--- config.mk ---
export PLATFORM = sky130hd
export DESIGN_NAME = pulse_period_frequency_meter_top_flat
export DESIGN_NICKNAME = d
export VERILOG_FILES = /design/src/rtl/core/ppfm_pkg.sv /design/src/rtl/core/ppfm_cmd_if.sv /design/src/rtl/core/ppfm_res_if.sv /design/src/rtl/core/ppfm_cfg_if.sv /design/src/rtl/core/pulse_period_frequency_meter_top.sv /design/src/rtl/core/ppfm_store.sv /design/src/rtl/core/ppfm_div.sv /design/src/flat_wrapper.sv
export SDC_FILE = /design/constraint.sdc
export NUM_CORES = 2
export LEC_CHECK = 0
export ABC_AREA = 1
export BUFFER_PORTS_ARGS = -buffer_cell sky130_fd_sc_hd__buf_2
export CAP_MARGIN = 20
export CORE_ASPECT_RATIO = 0.9
export CORE_MARGIN = 2
export CORE_UTILIZATION = 37
export DETAILED_ROUTE_END_ITERATION = 6
export SLEW_MARGIN = 20
export SYNTH_ARGS = -nofsm -noshare
export SYNTH_HDL_FRONTEND = slang
export SYNTH_SLANG_ARGS = --single-unit
export TNS_END_PERCENT = 5
--- constraint.sdc ---
create_clock -name clk -period 16.95 [get_ports clk]
set_clock_uncertainty 0.2 [all_clocks]
set_input_delay 2.5425 -clock clk [delete_from_list [all_inputs] [get_ports clk]]
set_output_delay 2.5425 -clock clk [all_outputs]
set_load 0.005 [all_outputs]
--- src/rtl/core/ppfm_pkg.sv ---
package ppfm_pkg;

    // Timer setup: one overflow spans (256 - reload) fine ticks
    localparam int unsigned TIMER_RELOAD = 0;
    localparam int unsigned SPAN_BASE    = 256;
    localparam logic [8:0]  TICK_SPAN    = 9'((SPAN_BASE - (TIMER_RELOAD % 256)) % 512);

    // Speed scale applied to ratio * (pulses - 1)
    localparam logic [12:0] SPEED_SCALE = 13'd7800;

    // Field widths
    localparam int unsigned RATIO_W  = 24;
    localparam int unsigned OFFSET_W = 32;
    localparam int unsigned SPEED_W  = 32;
    localparam int unsigned COUNT_W  = 16;
    localparam int unsigned SPAN_W   = 16;
    localparam int unsigned PROD_W   = RATIO_W + COUNT_W;
    localparam int unsigned DIV_W    = PROD_W + 13;
    localparam int unsigned DIV_CNT_W = $clog2(DIV_W);
    localparam int unsigned SUM_W    = DIV_W + 1;

    localparam logic [RATIO_W-1:0] RATIO_RESET = 24'h010000;
    localparam logic [COUNT_W-1:0] COUNT_MAX   = 16'hFFFF;

    // Command codes
    typedef enum logic [1:0] {
        CMD_CLEAR = 2'd0,
        CMD_PULSE = 2'd1,
        CMD_READ  = 2'd2
    } ppfm_cmd_t;

    // Result status codes
    typedef enum logic [1:0] {
        ST_VALID      = 2'd0,
        ST_FEW_PULSES = 2'd1,
        ST_ZERO_SPAN  = 2'd2
    } ppfm_status_t;

    // Configuration register indexes
    typedef enum logic [0:0] {
        REG_FLOW_RATIO  = 1'b0,
        REG_FLOW_OFFSET = 1'b1
    } ppfm_reg_t;

    // What the pulse store tells the sequencer about the current window
    typedef struct packed {
        logic              few_pulses;
        logic              zero_span;
        logic [COUNT_W-1:0] pulses_less_one;
        logic [SPAN_W-1:0]  span;
    } ppfm_view_t;

endpackage

--- src/rtl/core/ppfm_cmd_if.sv ---
interface ppfm_cmd_if;
    import ppfm_pkg::*;

    logic       valid;
    logic       ready;
    logic [1:0] cmd;
    logic [7:0] timer_count;
    logic [7:0] overflow_count;

    modport source (output valid, output cmd, output timer_count, output overflow_count,
                    input ready);
    modport sink   (input valid, input cmd, input timer_count, input overflow_count,
                    output ready);
endinterface

--- src/rtl/core/ppfm_res_if.sv ---
interface ppfm_res_if;
    import ppfm_pkg::*;

    logic               valid;
    logic               ready;
    logic [SPEED_W-1:0] flow_speed;
    logic [1:0]         status;

    modport source (output valid, output flow_speed, output status, input ready);
    modport sink   (input valid, input flow_speed, input status, output ready);
endinterface

--- src/rtl/core/ppfm_cfg_if.sv ---
interface ppfm_cfg_if;
    import ppfm_pkg::*;

    logic                valid;
    logic                ready;
    logic [0:0]          index;
    logic [OFFSET_W-1:0] data;

    modport source (output valid, output index, output data, input ready);
    modport sink   (input valid, input index, input data, output ready);
endinterface

--- src/rtl/core/pulse_period_frequency_meter_top.sv ---
// Flow-sensor frequency meter. Clear and pulse words give no result. A read
// word gives one result: ratio * (pulses - 1) is formed as the word is taken,
// the product is scaled by 7800 as it loads the divider, a bit-serial
// restoring divide of the 53-bit scaled product by the 16-bit mark span
// follows, and the finish state adds the offset and saturates to signed
// Q16.16. The block takes no word while a read is in progress; a read that
// fails (fewer than two pulses or zero span) skips the divide and gives its
// result from the finish state, with zero speed and its status.
// Results sit in an output register, so a new word can be taken while the
// previous result waits; a finished read holds until that register is free.
// Configuration writes are always taken.
module pulse_period_frequency_meter_top
    import ppfm_pkg::*;
(
    input  logic        clk,
    input  logic        rst_n,
    ppfm_cmd_if.sink    command,
    ppfm_res_if.source  result,
    ppfm_cfg_if.sink    setup
);

    typedef enum logic [3:0] {
        S_IDLE   = 4'b0001,
        S_MUL    = 4'b0010,
        S_DIV    = 4'b0100,
        S_FINISH = 4'b1000
    } state_t;

    state_t state_reg, state_next;

    logic [RATIO_W-1:0]  flow_ratio_reg, flow_ratio_next;
    logic [OFFSET_W-1:0] flow_offset_reg, flow_offset_next;
    logic [PROD_W-1:0]   prod_reg, prod_next;
    logic [1:0]          code_reg, code_next;
    logic                out_valid_reg, out_valid_next;
    logic [SPEED_W-1:0]  speed_reg, speed_next;
    logic [1:0]          status_reg, status_next;

    logic               take;
    logic               cfg_take;
    logic               out_free;
    logic               div_start;
    logic               div_done;
    logic [DIV_W-1:0]   scaled;
    logic [DIV_W-1:0]   quotient;
    logic signed [SUM_W-1:0] sum;
    logic [SPEED_W-1:0] saturated;
    ppfm_view_t         view;

    assign take     = command.valid && command.ready;
    assign cfg_take = setup.valid && setup.ready;
    assign out_free = !out_valid_reg || result.ready;

    ppfm_store u_store (
        .clk            (clk),
        .rst_n          (rst_n),
        .take           (take),
        .cmd            (command.cmd),
        .timer_count    (command.timer_count),
        .overflow_count (command.overflow_count),
        .view           (view)
    );

    // Scale the first product by the speed constant straight into the divider
    assign scaled    = DIV_W'(prod_reg) * DIV_W'(SPEED_SCALE);
    assign div_start = (state_reg == S_MUL);

    ppfm_div u_div (
        .clk      (clk),
        .rst_n    (rst_n),
        .start    (div_start),
        .dividend (scaled),
        .divisor  (view.span),
        .done     (div_done),
        .quotient (quotient)
    );

    // Add offset and clamp to the signed 32-bit range
    assign sum = $signed({1'b0, quotient})
               + $signed({{(SUM_W - OFFSET_W){flow_offset_reg[OFFSET_W-1]}}, flow_offset_reg});

    always_comb
    begin
        if (!sum[SUM_W-1] && (|sum[SUM_W-2:SPEED_W-1]))
            saturated = {1'b0, {(SPEED_W - 1){1'b1}}};
        else if (sum[SUM_W-1] && !(&sum[SUM_W-2:SPEED_W-1]))
            saturated = {1'b1, {(SPEED_W - 1){1'b0}}};
        else
            saturated = sum[SPEED_W-1:0];
    end

    // Capture configuration words
    always_comb
    begin
        flow_ratio_next  = flow_ratio_reg;
        flow_offset_next = flow_offset_reg;
        if (cfg_take)
        begin
            unique case (setup.index)
                REG_FLOW_RATIO:  flow_ratio_next  = setup.data[RATIO_W-1:0];
                REG_FLOW_OFFSET: flow_offset_next = setup.data;
                default:         flow_ratio_next  = flow_ratio_reg;
            endcase
        end
    end

    // Sequence a read through multiply, divide and finish
    always_comb
    begin
        state_next     = state_reg;
        prod_next      = prod_reg;
        code_next      = code_reg;
        out_valid_next = out_valid_reg;
        speed_next     = speed_reg;
        status_next    = status_reg;

        if (out_valid_reg && result.ready)
            out_valid_next = 1'b0;

        unique case (state_reg)
            S_IDLE:
            begin
                if (take && command.cmd == CMD_READ)
                begin
                    if (view.few_pulses)
                    begin
                        code_next  = ST_FEW_PULSES;
                        state_next = S_FINISH;
                    end
                    else if (view.zero_span)
                    begin
                        code_next  = ST_ZERO_SPAN;
                        state_next = S_FINISH;
                    end
                    else
                    begin
                        code_next  = ST_VALID;
                        prod_next  = PROD_W'(flow_ratio_reg) * PROD_W'(view.pulses_less_one);
                        state_next = S_MUL;
                    end
                end
            end
            S_MUL:
            begin
                state_next = S_DIV;
            end
            S_DIV:
            begin
                if (div_done)
                    state_next = S_FINISH;
            end
            S_FINISH:
            begin
                if (out_free)
                begin
                    out_valid_next = 1'b1;
                    status_next    = code_reg;
                    speed_next     = (code_reg == ST_VALID) ? saturated : '0;
                    state_next     = S_IDLE;
                end
            end
            default:
            begin
                state_next = S_IDLE;
            end
        endcase
    end

    always_ff @(posedge clk or negedge rst_n)
    begin
        if (!rst_n)
        begin
            state_reg       <= S_IDLE;
            flow_ratio_reg  <= RATIO_RESET;
            flow_offset_reg <= '0;
            out_valid_reg   <= 1'b0;
        end
        else
        begin
            state_reg       <= state_next;
            flow_ratio_reg  <= flow_ratio_next;
            flow_offset_reg <= flow_offset_next;
            out_valid_reg   <= out_valid_next;
        end
    end

    // Hold datapath, no reset needed
    always_ff @(posedge clk)
    begin
        prod_reg   <= prod_next;
        code_reg   <= code_next;
        speed_reg  <= speed_next;
        status_reg <= status_next;
    end

    assign command.ready     = (state_reg == S_IDLE);
    assign setup.ready       = 1'b1;
    assign result.valid      = out_valid_reg;
    assign result.flow_speed = speed_reg;
    assign result.status     = status_reg;

    // The divider only finishes while the sequencer waits on it
    assert property (@(posedge clk) disable iff (!rst_n)
        div_done |-> state_reg == S_DIV)
        else $error("divider finished outside the divide state");

    // A taken read always leaves idle
    assert property (@(posedge clk) disable iff (!rst_n)
        (take && command.cmd == CMD_READ) |=> state_reg != S_IDLE)
        else $error("read word taken without starting a read");

    // An error result carries zero speed
    assert property (@(posedge clk) disable iff (!rst_n)
        (result.valid && result.status != ST_VALID) |-> result.flow_speed == '0)
        else $error("error result with nonzero speed");

    // A new result is only loaded when the output register is free
    assert property (@(posedge clk) disable iff (!rst_n)
        (result.valid && !result.ready) |=> result.valid && $stable(result.flow_speed))
        else $error("pending result overwritten");

endmodule

--- src/rtl/core/ppfm_store.sv ---
module ppfm_store
    import ppfm_pkg::*;
(
    input  logic       clk,
    input  logic       rst_n,
    input  logic       take,
    input  logic [1:0] cmd,
    input  logic [7:0] timer_count,
    input  logic [7:0] overflow_count,
    output ppfm_view_t view
);

    logic [COUNT_W-1:0] pulse_total_reg, pulse_total_next;
    logic [7:0] first_stamp_reg, first_stamp_next;
    logic [7:0] first_wraps_reg, first_wraps_next;
    logic [7:0] last_stamp_reg, last_stamp_next;
    logic [7:0] last_wraps_reg, last_wraps_next;
    logic [COUNT_W-1:0] bumped;
    logic [16:0] first_wide;
    logic [16:0] last_wide;
    logic [SPAN_W-1:0] span;

    // Update the window on clear and pulse words
    always_comb
    begin
        pulse_total_next = pulse_total_reg;
        first_stamp_next = first_stamp_reg;
        first_wraps_next = first_wraps_reg;
        last_stamp_next  = last_stamp_reg;
        last_wraps_next  = last_wraps_reg;
        bumped = (pulse_total_reg == COUNT_MAX) ? pulse_total_reg : pulse_total_reg + 16'd1;
        if (take)
        begin
            unique case (cmd)
                CMD_CLEAR:
                begin
                    pulse_total_next = '0;
                    first_stamp_next = '0;
                    first_wraps_next = '0;
                    last_stamp_next  = '0;
                    last_wraps_next  = '0;
                end
                CMD_PULSE:
                begin
                    pulse_total_next = bumped;
                    if (bumped == 16'd1)
                    begin
                        first_stamp_next = timer_count;
                        first_wraps_next = overflow_count;
                    end
                    else
                    begin
                        last_stamp_next = timer_count;
                        last_wraps_next = overflow_count;
                    end
                end
                default:
                begin
                    pulse_total_next = pulse_total_reg;
                end
            endcase
        end
    end

    always_ff @(posedge clk or negedge rst_n)
    begin
        if (!rst_n)
        begin
            pulse_total_reg <= '0;
            first_stamp_reg <= '0;
            first_wraps_reg <= '0;
            last_stamp_reg  <= '0;
            last_wraps_reg  <= '0;
        end
        else
        begin
            pulse_total_reg <= pulse_total_next;
            first_stamp_reg <= first_stamp_next;
            first_wraps_reg <= first_wraps_next;
            last_stamp_reg  <= last_stamp_next;
            last_wraps_reg  <= last_wraps_next;
        end
    end

    // Form both marks and the wrapping span between them
    assign first_wide = 17'(first_wraps_reg) * 17'(TICK_SPAN) + 17'(first_stamp_reg);
    assign last_wide  = 17'(last_wraps_reg) * 17'(TICK_SPAN) + 17'(last_stamp_reg);
    assign span       = last_wide[15:0] - first_wide[15:0];

    assign view.few_pulses      = (pulse_total_reg <= 16'd1);
    assign view.zero_span       = (span == '0);
    assign view.pulses_less_one = pulse_total_reg - 16'd1;
    assign view.span            = span;

endmodule

--- src/rtl/core/ppfm_div.sv ---
module ppfm_div
    import ppfm_pkg::*;
(
    input  logic              clk,
    input  logic              rst_n,
    input  logic              start,
    input  logic [DIV_W-1:0]  dividend,
    input  logic [SPAN_W-1:0] divisor,
    output logic              done,
    output logic [DIV_W-1:0]  quotient
);

    logic [SPAN_W-1:0]    rem_reg, rem_next;
    logic [DIV_W-1:0]     quo_reg, quo_next;
    logic [DIV_CNT_W-1:0] cnt_reg, cnt_next;
    logic                 busy_reg, busy_next;
    logic [SPAN_W:0]      shifted;
    logic [SPAN_W:0]      diff;
    logic                 fits;
    logic                 last_step;

    // One restoring step: shift in the next dividend bit, subtract if it fits
    assign shifted   = {rem_reg, quo_reg[DIV_W-1]};
    assign diff      = shifted - {1'b0, divisor};
    assign fits      = (shifted >= {1'b0, divisor});
    assign last_step = (cnt_reg == DIV_CNT_W'(DIV_W - 1));

    always_comb
    begin
        rem_next  = rem_reg;
        quo_next  = quo_reg;
        cnt_next  = cnt_reg;
        busy_next = busy_reg;
        if (start)
        begin
            rem_next  = '0;
            quo_next  = dividend;
            cnt_next  = '0;
            busy_next = 1'b1;
        end
        else if (busy_reg)
        begin
            rem_next  = fits ? diff[SPAN_W-1:0] : shifted[SPAN_W-1:0];
            quo_next  = {quo_reg[DIV_W-2:0], fits};
            cnt_next  = cnt_reg + DIV_CNT_W'(1);
            busy_next = !last_step;
        end
    end

    always_ff @(posedge clk or negedge rst_n)
    begin
        if (!rst_n)
        begin
            cnt_reg  <= '0;
            busy_reg <= 1'b0;
        end
        else
        begin
            cnt_reg  <= cnt_next;
            busy_reg <= busy_next;
        end
    end

    // Hold datapath, no reset needed
    always_ff @(posedge clk)
    begin
        rem_reg <= rem_next;
        quo_reg <= quo_next;
    end

    assign done     = busy_reg && last_step;
    assign quotient = quo_reg;

endmodule

--- src/flat_wrapper.sv ---
// flat-port wrapper written by rule: the top's interface ports become plain ports
module pulse_period_frequency_meter_top_flat import ppfm_pkg::*;
  (clk, rst_n, command_valid, command_cmd, command_timer_count, command_overflow_count, command_ready, result_valid, result_flow_speed, result_status, result_ready, setup_valid, setup_index, setup_data, setup_ready);
  ppfm_cmd_if command_i ();
  ppfm_res_if result_i ();
  ppfm_cfg_if setup_i ();
  input  logic clk;
  input  logic rst_n;
  input wire logic [$bits(command_i.valid)-1:0] command_valid;
  input wire logic [$bits(command_i.cmd)-1:0] command_cmd;
  input wire logic [$bits(command_i.timer_count)-1:0] command_timer_count;
  input wire logic [$bits(command_i.overflow_count)-1:0] command_overflow_count;
  output wire logic [$bits(command_i.ready)-1:0] command_ready;
  output wire logic [$bits(result_i.valid)-1:0] result_valid;
  output wire logic [$bits(result_i.flow_speed)-1:0] result_flow_speed;
  output wire logic [$bits(result_i.status)-1:0] result_status;
  input wire logic [$bits(result_i.ready)-1:0] result_ready;
  input wire logic [$bits(setup_i.valid)-1:0] setup_valid;
  input wire logic [$bits(setup_i.index)-1:0] setup_index;
  input wire logic [$bits(setup_i.data)-1:0] setup_data;
  output wire logic [$bits(setup_i.ready)-1:0] setup_ready;
  assign command_i.valid = command_valid;
  assign command_i.cmd = command_cmd;
  assign command_i.timer_count = command_timer_count;
  assign command_i.overflow_count = command_overflow_count;
  assign command_ready = command_i.ready;
  assign result_valid = result_i.valid;
  assign result_flow_speed = result_i.flow_speed;
  assign result_status = result_i.status;
  assign result_i.ready = result_ready;
  assign setup_i.valid = setup_valid;
  assign setup_i.index = setup_index;
  assign setup_i.data = setup_data;
  assign setup_ready = setup_i.ready;
  pulse_period_frequency_meter_top u_core (.clk(clk), .rst_n(rst_n), .command(command_i), .result(result_i), .setup(setup_i));
endmodule
; ---- After elaboration in Yosys (flattened, before gate mapping)
; Cells that the tools add are included.
[op_classes]
addsub = 8
multipliers = 2
order_cmp = 2
eq_ne = 14
n_mux = 29
bitwise_logic = 4
reduce_logical = 28
[op_table]
columns = operator, count
row1 = $mux 53, 2
row2 = $pmux 8 s2, 4
row3 = $add 54x32->54, 1
row4 = $mul 40x10->50 const B, 1
row5 = $mul 24x16->40, 1
row6 = $add 16x8->16, 2
row7 = $mux 16, 2
row8 = $mux 32, 1
row9 = $mux 8, 4
row10 = $pmux 16 s2, 1
row11 = $sub 16x16->16, 2
row12 = $mux 31, 1
row13 = $reduce_and 22->1, 1
row14 = $reduce_or 22->1, 1
row15 = $mux 4, 5
row16 = $ge 17x16->1, 1
row17 = $add 16x1->16 const B, 1
row18 = $eq 16x1->1 const B, 1
row19 = $eq 16x16->1 const B, 1
row20 = $le 16x1->1 const B, 1
row21 = $logic_not 16->1, 1
row22 = $pmux 4 s4, 1
row23 = $sub 16x1->16 const B, 1
row24 = $mux 6, 2
row25 = 22 further kinds, 48
[word_totals]
register_bits = 261
inputBits = 56
output_inout_bits = 37

; ---- Logic depth before layout (Yosys ltp)
[logic_depth]
depth_word = 7
ltp_mapped = 39

; ---- Modules after synthesis
; From an unflattened synthesis, not the netlist that was laid out.
[unflattened]
hier_cells = 5284
hier_area_um2 = 39470.4
[modules_own_cells]
columns = module, n_inst, cells_per_inst, area_per_inst_um2, seq_area_each_um2
row1 = pulse_period_frequency_meter_top, 1, 4057, 30747.0, 3811.2
row2 = ppfm_div, 1, 592, 4549.4, 2087.0
row3 = ppfm_store, 1, 635, 4174.0, 1201.2

; ---- Least setup slack after synthesis
; Ideal clock, no wire load.
[synth_path]
path_type = flip-flop to flip-flop
from = register u_core.u_store.pulse_total_reg[0]
to = register u_core.prod_reg[32] (data pin)
setup_ns = 0.252
arrival_ns = 7.051
setup_slack_ns = 9.446
path_stages_with_launch = 36
n_path_buf = 3
period_less_slack_ns = 7.504
cell_sequence = dfrtp_1 > inv_1 > clkbuf_1 > clkbuf_1 > ha_1 > nand2_1 > inv_1 > nand2_1 > nand2_1 > nand2_1 > inv_1 > clkbuf_1 > nand2_1 > fa_1 > inv_1 > fa_1 > inv_1 > fa_1 > fa_1 > inv_1 > fa_1 > inv_1 > fa_1 > inv_1 > ha_1 > nand2_1 > nor2_1 > nand4_1 > o21ai_0 > a21boi_0 > o21ai_0 > nand2_1 > a31oi_1 > nand2_1 > nand3_1 > nand2_1
[synth_via]
elab_chain_len = 2
[synth_rtl]
columns = element, line
row1 = from (decl), ppfm_store.sv:13  ; logic [COUNT_W-1:0] pulse_total_reg, pulse_total_next;
row2 = from (signal assigned), ppfm_store.sv:77  ; pulse_total_reg <= pulse_total_next;
row3 = $sub 16x1->16, ppfm_store.sv:92  ; assign view.pulses_less_one = pulse_total_reg - 16'd1;
row4 = $mul 24x16->40, pulse_period_frequency_meter_top.sv:138  ; prod_next = PROD_W'(flow_ratio_reg) * PROD_W'(view.pulses_less_one);
row5 = to (signal assigned), pulse_period_frequency_meter_top.sv:190  ; prod_reg <= prod_next;
row6 = to (decl), pulse_period_frequency_meter_top.sv:33  ; logic [PROD_W-1:0] prod_reg, prod_next;
; No other way between the ends.
; A chain may end at the register's enable or synchronous reset.

; ---- Worst setup path after layout
[layout_path]
from = register u_core.u_store.pulse_total_reg[0]
to = register u_core.prod_reg[25] (data pin)
; Same word-level chain as after synthesis.

==> results_dict.tcl <==
set metrics [dict create \
    clock_path_buffers 3 \
    critPathMostFrequentCell "inv_1" \
    routed_via_density 4.98 \
    fin_crit_ns 8.97 \
    grt_pass1_vias 30100 \
    dp_hpwl_mm 89.4 \
    rsz0062_at_grt "no" \
    crit_path_top_delay_cell "inv_1" \
    fp.dieW_um 338 \
    die_y_um 305 \
    die_area_mm2 0.103 \
    overflow 0 \
    syn_area_mm2 0.0371 \
    drc 0 \
    worst_path_largest_cell_delay_ns 0.67 \
    synth_cells 4721 \
    clkLatencyLatePin_ns 0.60 \
    core_mm2 0.0998 \
    antenna_found_initial 3 \
    grt_usage_pct 20.8 \
    min_path_type "reg -> reg" \
    initial_core_util_pct 37.2 \
    post_cts_buffers 0 \
    yosysWarnings 0 \
    start_kind "register" \
    arrival_ns 9.10 \
    cts_root_buf "clkbuf_16" \
    syn_avg_cell_area_um2 7.87 \
    area_delta_synth_final_pct 8.04 \
    maxCapViolCount 0 \
    finalCritPeriodShare_pct 52.9 \
    final_common_cell "nand2_1" \
    slew_violations 0 \
    post_cts_resized 0 \
    async_flop_share_pct 44.4 \
    route.vias.total 30500 \
    fmax_ghz 0.111 \
    status "finished, final reports clean" \
    routedWlPerCell_um 17.3 \
    rows 110 \
    final_layout_size_suffix_gt1_share_pct 4.45 \
    required_ns 17.08 \
    nets 5639 \
    tns_ns 0 \
    syn_nets 5601 \
    crit_buf_inv 10 \
    path_clk_slew_ns 0.06 \
    htreeDepth 1 \
    clock_sinks 261 \
    yosysSeqAreaShare_pct 19.0 \
    first_pass_iters 6 \
    synth-seq-cells 261 \
    setup_viol 0 \
    totalWireLength_mm 106 \
    io_pins 93 \
    routabilityCongestion 0.954 \
    grt_max_degree 67 \
    cts_made_buffers 31 \
    ant_nets 0 \
    crit_type "reg -> reg" \
    hold_viol 0 \
    synth_enable_flop_cells 126 \
    hold_buffers 0 \
    critical-path-top-delay-family "adder cells" \
    worst_pin_slew_ns 1.08 \
    cp_max_fo 20 \
    end_kind "register" \
    cts_tree "done" \
    drt-initial-drc-count 2342 \
    grt_pass1_wl_mm 169 \
    slew_headroom_pct 27.5 \
    synth_cell_type_count 60 \
    synthFlopType "edfxtp_1" \
    n_fill_cell 10300 \
    numPortBuffers 91 \
    final_cell_mix "nand2_1 (1230), inv_1 (937), fa_1 (493)" \
    largest_reg_flops 53 \
]
[logic make-up after synthesis]
group / synth area share (%)
AO/OA/AOI/OAI: 8.41
XOR/XNOR: 2.97
other: 0.0101
buffers and inverters: 10.8
flip-flops: 19.0
AND/OR/NAND/NOR: 20.8
multiplexers: 0.243
adder cells (fa/ha/maj): 37.7
[layer usage]
layer / routed length [um] / track usage, %
met2: 46600 / 31.9
met5: 0 / 0
met3: 7340 / 2.93
met4: 2490 / 4.67
met1: 49400 / 30.8
[through the flow]
stage	hold slack (ns)	setup WS [ns]	utilization (%)	instance area, um2	instances
after floorplan	0.227	9.45	-	37100	4721
after global placement	0.239	8.42	39.1	39000	6070
after detailed placement	0.249	8.16	39.1	39000	6070
after CTS	0.264	8.12	40.2	40100	6128
after global routing	0.278	7.35	40.2	40100	6129
final	0.260	7.98	40.2	40100	6129
[Yosys cell counts (7+ instances only)]
library cell / number / area (um2)
xor2_1: 80 / 701
inv_1: 938 / 3520
buf_2: 9 / 45.0
nand2_1: 1231 / 4620
nand3_1: 103 / 515
mux2_2: 8 / 90.1
nor3_1: 28 / 140
xnor2_1: 44 / 385
a21boi_0: 9 / 67.6
dfxtp_1: 19 / 380
ha_1: 331 / 4140
nand4_1: 52 / 325
nor4_1: 12 / 75.1
a22o_1: 24 / 210
o211ai_1: 13 / 97.6
o21ai_0: 168 / 841
dfrtp_1: 114 / 2850
a21oi_1: 239 / 1200
o22ai_1: 17 / 106
clkbuf_1: 86 / 323
edfxtp_1: 126 / 3780
and2_1: 7 / 43.8
nand3b_1: 31 / 233
nor2_1: 405 / 1520
a31oi_1: 26 / 163
a21o_1: 11 / 82.6
fa_1: 493 / 9870
o21a_1: 11 / 82.6
[worst paths after layout]
path | from | endpoint | slack [ns] | depth (start not counted)
worst max register to register | u_core.u_store.pulse_total_reg[0]$_DFFE_PN0P_ | u_core.prod_reg[25]$_DFFE_PP_ | 7.98 | 33
worst max-delay path | u_core.u_store.pulse_total_reg[0]$_DFFE_PN0P_ | u_core.prod_reg[25]$_DFFE_PP_ | 7.98 | 33
max in group asynchronous | rst_n | u_core.flow_ratio_reg[1]$_DFFE_PN0P_ | 13.37 | 2
min in group asynchronous | rst_n | u_core.u_store.first_wraps_reg[3]$_DFFE_PN0P_ | 1.85 | 1
worst min-delay path | u_core.code_reg[1]$_SDFFCE_PP0P_ | u_core.result.status[1]$_DFFE_PP_ | 0.26 | 0
worst min register to register | u_core.code_reg[1]$_SDFFCE_PP0P_ | u_core.result.status[1]$_DFFE_PP_ | 0.26 | 0
[cell type report]
cell class	count	area, um2	share of cell area, %
Inverter	946	3550	8.85
Tap cell	1344	1680	4.19
Timing Repair Buffer	110	601	1.50
Multi-Input combinational cell	3409	26100	65.0
Clock inverter	16	209	0.521
Antenna cell	1	2.50	0.00624
Sequential cell	261	7070	17.6
Clock buffer	42	910	2.27
Power is left out: the tool's default activity adds up to more than one toggle a clock period on the data nets, which glitch-free logic cannot reach.
